File: src/hdl/spq_pkg.sv
// spq_pkg: shared types, codes and constants of the sorted-array priority queue
// used by spq_ctrl, spq_datapath and sorted_array_priority_queue_top; no dependencies

package spq_pkg;

	localparam int DEPTH_DEF = 16;
	localparam int KEY_W     = 32;
	localparam int COUNT_W   = 11;
	localparam int STATUS_W  = 2;

	typedef enum logic {
		CMD_INSERT  = 1'b0,
		CMD_EXTRACT = 1'b1
	} cmd_t;

	typedef enum logic [STATUS_W-1:0] {
		ST_DONE  = 2'd0,
		ST_FULL  = 2'd1,
		ST_EMPTY = 2'd2
	} status_t;

	typedef enum logic {
		FSM_IDLE = 1'b0,
		FSM_EXEC = 1'b1
	} fsm_t;

	// controller to datapath
	typedef struct packed {
		logic capture;   // latch the accepted operation
		logic execute;   // run the operation on the cell row, load the result
	} dp_cmd_t;

endpackage

File: src/hdl/sorted_array_priority_queue_top.sv
// sorted_array_priority_queue_top: max priority queue over a sorted row of signed keys
// depends on spq_pkg, spq_ctrl, spq_datapath
//
//  channel  dir  tdata                          tuser
//  s_*      in   key_in[31:0]                   command (0 insert, 1 extract)
//  m_*      out  key_out[31:0], count[42:32]    status (0 done, 1 full, 2 empty)
//
// each operation first captures the transfer, then every
// cell of the key row compares against the new key and shifts in parallel
// execution waits while the held result is not taken
// a new input transfer is accepted while the previous result still waits
// arst_n clears the count and the handshake state; key cells are not reset

module sorted_array_priority_queue_top #(
	parameter int DEPTH = spq_pkg::DEPTH_DEF
) (
	input  logic        clk,
	input  logic        arst_n,
	input  logic        s_tvalid,
	output logic        s_tready,
	input  logic [31:0] s_tdata,    // [31:0] key_in
	input  logic        s_tuser,    // [0] command
	output logic        m_tvalid,
	input  logic        m_tready,
	output logic [47:0] m_tdata,    // [31:0] key_out, [42:32] count, rest zero
	output logic [1:0]  m_tuser     // [1:0] status
);

	spq_pkg::dp_cmd_t                   dp_cmd;
	logic signed [spq_pkg::KEY_W-1:0]   key_out;
	logic [spq_pkg::COUNT_W-1:0]        count;

	// handshakes and sequencing
	spq_ctrl u_ctrl (
		.clk      (clk),
		.arst_n   (arst_n),
		.s_tvalid (s_tvalid),
		.s_tready (s_tready),
		.m_tvalid (m_tvalid),
		.m_tready (m_tready),
		.dp_cmd   (dp_cmd)
	);

	// key row, count and result register
	spq_datapath #(
		.DEPTH (DEPTH)
	) u_dp (
		.clk        (clk),
		.arst_n     (arst_n),
		.dp_cmd     (dp_cmd),
		.in_cmd     (s_tuser),
		.in_key     (s_tdata),
		.out_status (m_tuser),
		.out_key    (key_out),
		.out_count  (count)
	);

	assign m_tdata = {5'd0, count, key_out};

endmodule

File: src/hdl/spq_ctrl.sv
// spq_ctrl: controller state machine of the priority queue, handshakes of both channels
// depends on spq_pkg

module spq_ctrl (
	input  logic             clk,
	input  logic             arst_n,
	input  logic             s_tvalid,
	output logic             s_tready,
	output logic             m_tvalid,
	input  logic             m_tready,
	output spq_pkg::dp_cmd_t dp_cmd
);

	spq_pkg::fsm_t state_q, state_next;
	logic          m_tvalid_q;
	logic          out_free;

	assign out_free = !m_tvalid_q || m_tready;
	assign m_tvalid = m_tvalid_q;

	always_ff @(posedge clk or negedge arst_n) begin
		if (!arst_n) begin
			state_q    <= spq_pkg::FSM_IDLE;
			m_tvalid_q <= 1'b0;
		end else begin
			state_q <= state_next;
			if (dp_cmd.execute) begin
				m_tvalid_q <= 1'b1;
			end else if (m_tready) begin
				m_tvalid_q <= 1'b0;
			end
		end
	end

	always_comb begin
		state_next     = state_q;
		s_tready       = 1'b0;
		dp_cmd.capture = 1'b0;
		dp_cmd.execute = 1'b0;
		unique case (state_q)
			spq_pkg::FSM_IDLE: begin
				s_tready = 1'b1;
				if (s_tvalid) begin
					dp_cmd.capture = 1'b1;
					state_next     = spq_pkg::FSM_EXEC;
				end
			end
			spq_pkg::FSM_EXEC: begin
				// wait here while the previous result is still held
				if (out_free) begin
					dp_cmd.execute = 1'b1;
					state_next     = spq_pkg::FSM_IDLE;
				end
			end
			default: state_next = spq_pkg::FSM_IDLE;
		endcase
	end

	a_no_overwrite: assert property (@(posedge clk) disable iff (!arst_n)
		dp_cmd.execute |-> (!m_tvalid_q || m_tready))
		else $error("result register overwritten while held");

	a_capture_then_exec: assert property (@(posedge clk) disable iff (!arst_n)
		dp_cmd.capture |=> (state_q == spq_pkg::FSM_EXEC))
		else $error("accepted operation not taken to execution");

	a_exec_gives_result: assert property (@(posedge clk) disable iff (!arst_n)
		dp_cmd.execute |=> m_tvalid)
		else $error("execution did not present a result");

	a_one_in_flight: assert property (@(posedge clk) disable iff (!arst_n)
		(state_q == spq_pkg::FSM_EXEC) |-> !s_tready)
		else $error("input accepted while an operation is pending");

endmodule

File: src/hdl/spq_datapath.sv
// spq_datapath: row of key cells with per-cell compare and shift, entry count, result register
// depends on spq_pkg

module spq_datapath #(
	parameter int DEPTH = spq_pkg::DEPTH_DEF
) (
	input  logic                                clk,
	input  logic                                arst_n,
	input  spq_pkg::dp_cmd_t                    dp_cmd,
	input  logic                                in_cmd,
	input  logic signed [spq_pkg::KEY_W-1:0]    in_key,
	output logic [spq_pkg::STATUS_W-1:0]        out_status,
	output logic signed [spq_pkg::KEY_W-1:0]    out_key,
	output logic [spq_pkg::COUNT_W-1:0]         out_count
);

	localparam int CW = $clog2(DEPTH + 1);
	localparam logic [CW-1:0] DEPTH_C = CW'(DEPTH);

	logic                              cmd_q;
	logic signed [spq_pkg::KEY_W-1:0]  key_q;
	logic signed [spq_pkg::KEY_W-1:0]  entry_q [DEPTH];
	logic [CW-1:0]                     count_q;
	logic [CW-1:0]                     count_next;
	logic                              full, empty;
	logic                              do_insert, do_extract;
	logic [DEPTH-1:0]                  below;   // key goes at or above this cell
	spq_pkg::status_t                  status_c;

	logic [spq_pkg::STATUS_W-1:0]      status_q;
	logic signed [spq_pkg::KEY_W-1:0]  key_out_q;
	logic [spq_pkg::COUNT_W-1:0]       count_out_q;

	assign full       = (count_q == DEPTH_C);
	assign empty      = (count_q == '0);
	assign do_insert  = dp_cmd.execute && (cmd_q == spq_pkg::CMD_INSERT) && !full;
	assign do_extract = dp_cmd.execute && (cmd_q == spq_pkg::CMD_EXTRACT) && !empty;

	always_comb begin
		count_next = count_q;
		status_c   = spq_pkg::ST_DONE;
		if (cmd_q == spq_pkg::CMD_INSERT) begin
			if (full) status_c = spq_pkg::ST_FULL;
			else      count_next = count_q + CW'(1);
		end else begin
			if (empty) status_c = spq_pkg::ST_EMPTY;
			else       count_next = count_q - CW'(1);
		end
	end

	always_ff @(posedge clk) begin
		if (dp_cmd.capture) begin
			cmd_q <= in_cmd;
			key_q <= in_key;
		end
	end

	// each cell compares the new key with its own entry; cells past the count
	// count as below so the first free cell takes the key
	genvar i;
	generate
		for (i = 0; i < DEPTH; i++) begin : g_cell
			localparam logic [CW-1:0] IDX = CW'(i);
			logic signed [spq_pkg::KEY_W-1:0] ins_val, ext_val;

			assign below[i] = (IDX < count_q) ? (key_q > entry_q[i]) : 1'b1;

			if (i == 0) begin : g_head
				assign ins_val = key_q;
			end else begin : g_body
				assign ins_val = below[i-1] ? entry_q[i-1] : key_q;
			end

			if (i < DEPTH - 1) begin : g_shift
				assign ext_val = entry_q[i+1];
			end else begin : g_tail
				assign ext_val = entry_q[i];
			end

			always_ff @(posedge clk) begin
				if (do_insert && below[i]) begin
					entry_q[i] <= ins_val;
				end else if (do_extract) begin
					entry_q[i] <= ext_val;
				end
			end
		end
	endgenerate

	always_ff @(posedge clk or negedge arst_n) begin
		if (!arst_n) begin
			count_q <= '0;
		end else if (dp_cmd.execute) begin
			count_q <= count_next;
		end
	end

	always_ff @(posedge clk) begin
		if (dp_cmd.execute) begin
			status_q    <= status_c;
			key_out_q   <= do_extract ? entry_q[0] : '0;
			count_out_q <= spq_pkg::COUNT_W'(count_next);
		end
	end

	assign out_status = status_q;
	assign out_key    = key_out_q;
	assign out_count  = count_out_q;

	a_count_bound: assert property (@(posedge clk) disable iff (!arst_n)
		count_q <= DEPTH_C)
		else $error("entry count past depth");

	a_refuse_keeps_count: assert property (@(posedge clk) disable iff (!arst_n)
		(dp_cmd.execute && !do_insert && !do_extract) |=> $stable(count_q))
		else $error("refused operation changed the count");

	a_insert_grows: assert property (@(posedge clk) disable iff (!arst_n)
		do_insert |=> (count_q == $past(count_q) + CW'(1)))
		else $error("insert did not grow the count");

endmodule

File: config.mk
export PLATFORM = sky130hd
export DESIGN_NAME = sorted_array_priority_queue_top
export DESIGN_NICKNAME = d
export VERILOG_FILES = /design/src/hdl/spq_pkg.sv /design/src/hdl/sorted_array_priority_queue_top.sv /design/src/hdl/spq_ctrl.sv /design/src/hdl/spq_datapath.sv
export SDC_FILE = /design/constraint.sdc
export NUM_CORES = 2
export LEC_CHECK = 0
export BUFFER_PORTS_ARGS = -buffer_cell sky130_fd_sc_hd__buf_4
export CAP_MARGIN = 20
export CELL_PAD_IN_SITES_DETAIL_PLACEMENT = 1
export CELL_PAD_IN_SITES_GLOBAL_PLACEMENT = 2
export CORE_UTILIZATION = 43
export CTS_CLUSTER_DIAMETER = 200
export DETAILED_ROUTE_END_ITERATION = 10
export GPL_TIMING_DRIVEN = 1
export PLACE_DENSITY_LB_ADDON = 0.1
export SYNTH_ARGS = -nofsm -noshare
export SYNTH_HDL_FRONTEND = slang
export SYNTH_SLANG_ARGS = --single-unit
export TNS_END_PERCENT = 50
File: constraint.sdc
create_clock -name clk -period 5.7 [get_ports clk]
set_input_delay 1.14 -clock clk [delete_from_list [all_inputs] [get_ports clk]]
set_output_delay 1.14 -clock clk [all_outputs]
set_load 0.03 [all_outputs]
==> impl_metrics.env <==
export IMPL_ctsHoldBuffers=0
export IMPL_hold_viol_final=0
export IMPL_wl_um=126000
export IMPL_start_util=0.433
export IMPL_post_route_drc_count=0
export IMPL_slew_violations=0
export IMPL_numCtsBuffers=76
export IMPL_synth_ff_type="edfxtp_1"
export IMPL_ctsResizeCount=0
export IMPL_cts_sinks=591
export IMPL_clock_latency_ns=0.65
export IMPL_slew_headroom=0.268
export IMPL_drt_iter0_drc=2261
export IMPL_worstSetupPathType="flip-flop to flip-flop"
export IMPL_tightest_slew_ns=1.09
export IMPL_setup_tns_ns=0
export IMPL_core_area_um2=91500
export IMPL_post_cts_setup_buffers=0
export IMPL_layout_common_cells="edfxtp_1, inv_1, ha_1, nand3_1, o221ai_1"
export IMPL_num_rows=111
export IMPL_insertedDiodeCount=0
export IMPL_grt_pass1_vias=33100
export IMPL_crit_buf_inv=2
export IMPL_synth_area_um2=39600
export IMPL_async_reset_ff_frac=0.0118
export IMPL_drv_cap=0
export IMPL_final_common_cell="edfxtp_1"
export IMPL_rsz0062_at_grt="no"
export IMPL_synth_edf_count=584
export IMPL_slowest_delay_ns=0.81
export IMPL_io_buffer_count=77
export IMPL_design_die_area_um2=93400
export IMPL_track_usage=0.268
export IMPL_grt_max_degree=169
export IMPL_power_density_nw_per_um2=658
export IMPL_grt_antenna_before_repair=0
export IMPL_yosys_warnings=0
export IMPL_clock_path_buffers=3
export IMPL_grt_overflow=0
export IMPL_drt_antenna_violating_nets=0
export IMPL_wl_per_cell_um=24.8
export IMPL_fillerInstances=9976
export IMPL_fin_crit_sh=0.841
export IMPL_post_route_util=0.479
export IMPL_ios=89
export IMPL_fin_crit_ns=4.80
export IMPL_clkTransAtPathRegs_ns=0.06
export IMPL_drive_above_1_share=0.0828
export IMPL_synth_avg_cell_area_um2=10.2
export IMPL_synth_cell_types=61
export IMPL_crit_path_end_kind="flip-flop"
export IMPL_cts_tree="done"
export IMPL_vdd_drop_max_uv=513
export IMPL_crit_arrival_ns=5.13
export IMPL_die_width_um=306
export IMPL_gp_congestion=0.889
export IMPL_cpLargestDelayFamily="simple AND/OR/NAND/NOR gates"
export IMPL_finalSetupViolations=0
export IMPL_leakagePower_nw=18.6
export IMPL_nets=4413
export IMPL_start_kind="flip-flop"
export IMPL_synthCells=3872
export IMPL_r2r_slack_ns=0.90
export IMPL_hold_class="input pin to async pin"
export IMPL_finClkSkew_ns=0.0229
export IMPL_crit_slowest_cell="dfrtp_1"
export IMPL_fmax_mhz=209
export IMPL_grt_pass1_wl_um=197000
export IMPL_regArea_um2=17700
export IMPL_hpwlAfterDp_um=95900
export IMPL_h_tree_depth=3
export IMPL_syn2layout_area_growth_pct=10.5
export IMPL_vias=32100
export IMPL_cp_required_ns=6.03
export IMPL_vias_per_cell=6.30
export IMPL_fp_dieH_um=306
export IMPL_clockRootBuffer="clkbuf_16"
export IMPL_dr_pass1_iters=5
export IMPL_status="complete, no violations"
export IMPL_multi_input_area_um2=19000
export IMPL_path_max_fanout=49
export IMPL_ys_seq_elements=591
export IMPL_ys_seq_area_frac=0.447
export IMPL_cp_cell_sequence="inv_1 -> ha_1 -> nor2b_1 -> a21boi_2 -> nand2_4 -> buf_4 -> nand2_1 -> o221ai_1"
[per-stage QoR]
step / hold WS, ns / worst slack (ns) / power (mW) / cell area [µm²] / instances
floorplan: 0.498 / 0.458 / 19.5 / 39700 / 3882
global placement: 0.484 / 0.980 / 23.2 / 41400 / 4961
detailed placement: 0.527 / 0.998 / 24.2 / 41500 / 4965
CTS: 0.276 / 0.997 / 28.8 / 43700 / 5084
global route: 0.297 / 0.804 / 31.0 / 43800 / 5088
finish: 0.313 / 0.904 / 28.8 / 43800 / 5088
[worst paths after layout]
kind | end | from | depth (start not counted)
max reg2reg | u_dp.entry_q[1][194] | u_dp.count_q[0] | 8
max | u_dp.entry_q[1][194] | u_dp.count_q[0] | 8
min | u_ctrl.m_tvalid | arst_n | 1
min in group clk | u_ctrl.m_tvalid | u_ctrl.m_tvalid | 2
min reg2reg | u_ctrl.m_tvalid | u_ctrl.m_tvalid | 2
max in group asynchronous | u_dp.count_q[1] | arst_n | 1
[synthesized netlist by cell type, types with 23 or more instances]
cell type	instances	area, µm²
buf_2	69	345
a21oi_1	226	1130
ha_1	515	6440
inv_1	539	2020
clkbuf_1	150	563
nor3_1	35	175
nor2b_1	25	156
o211ai_1	29	218
o21ai_0	111	556
buf_4	38	285
nand3_1	499	2500
nor2_1	67	251
a21o_1	23	173
nand4_1	112	701
nand2_1	189	709
a221oi_1	29	254
edfxtp_1	584	17500
o221ai_1	438	3840
[area by class of cell]
cell class | instances | share of cell area
Tap cell | 1186 | 0.0339
Inverter | 539 | 0.0462
Multi-Input combinational cell | 2486 | 0.433
Sequential cell | 591 | 0.404
Timing Repair Buffer | 167 | 0.0327
Clock buffer | 101 | 0.0480
Clock inverter | 18 | 0.00243
[worst register-to-register path, stage by stage, from the launching register on]
cell and delay, ns:
dfrtp_1 0.81, inv_1 0.25, ha_1 0.33, nor2b_1 0.17
a21boi_2 0.66, nand2_4 0.72, buf_4 0.56, nand2_1 0.69
o221ai_1 0.31
[state kept, by name, summed over array words and instances (netlist names)]
signal	count
u_dp.cmd_q	1
u_dp.out_count	5
u_ctrl.m_tvalid	1
u_dp.g_cell.ins_val	32
u_dp.out_key	32
u_dp.out_status	2
u_ctrl.state_q	1
u_dp.count_q	5
u_dp.entry_q	512
[report_power, final]
group          switching [mW]  leakage (nW)  total, mW  internal (mW)
Combinational            9.48          11.9       14.6           5.13
Sequential               1.34          5.62       9.72           8.38
Clock                    1.90          1.08       4.49           2.60
Total                    12.7          18.6       28.8           16.1
[per-layer routing]
metal	share of wire	vias up	GRT usage
met1	0.47	16200	0.376
met4	0.027	0	0.0860
met3	0.043	173	0.0285
met5	0	-	0
li1	-	14900	-
met2	0.46	820	0.431
[kinds of logic (layout without fill, tap and decap cells)]
group,after synthesis,in the layout,synth area share
fa+ha+maj,515,515,0.163
xor+xnor,3,3,0.000663
buf+inv,805,825,0.0831
mux,35,35,0.0106
simple gates,1002,1002,0.127
compound gates,920,920,0.169
other cells,1,11,0.0000946
flops,591,591,0.447
Power figures use the tool's default switching activity.
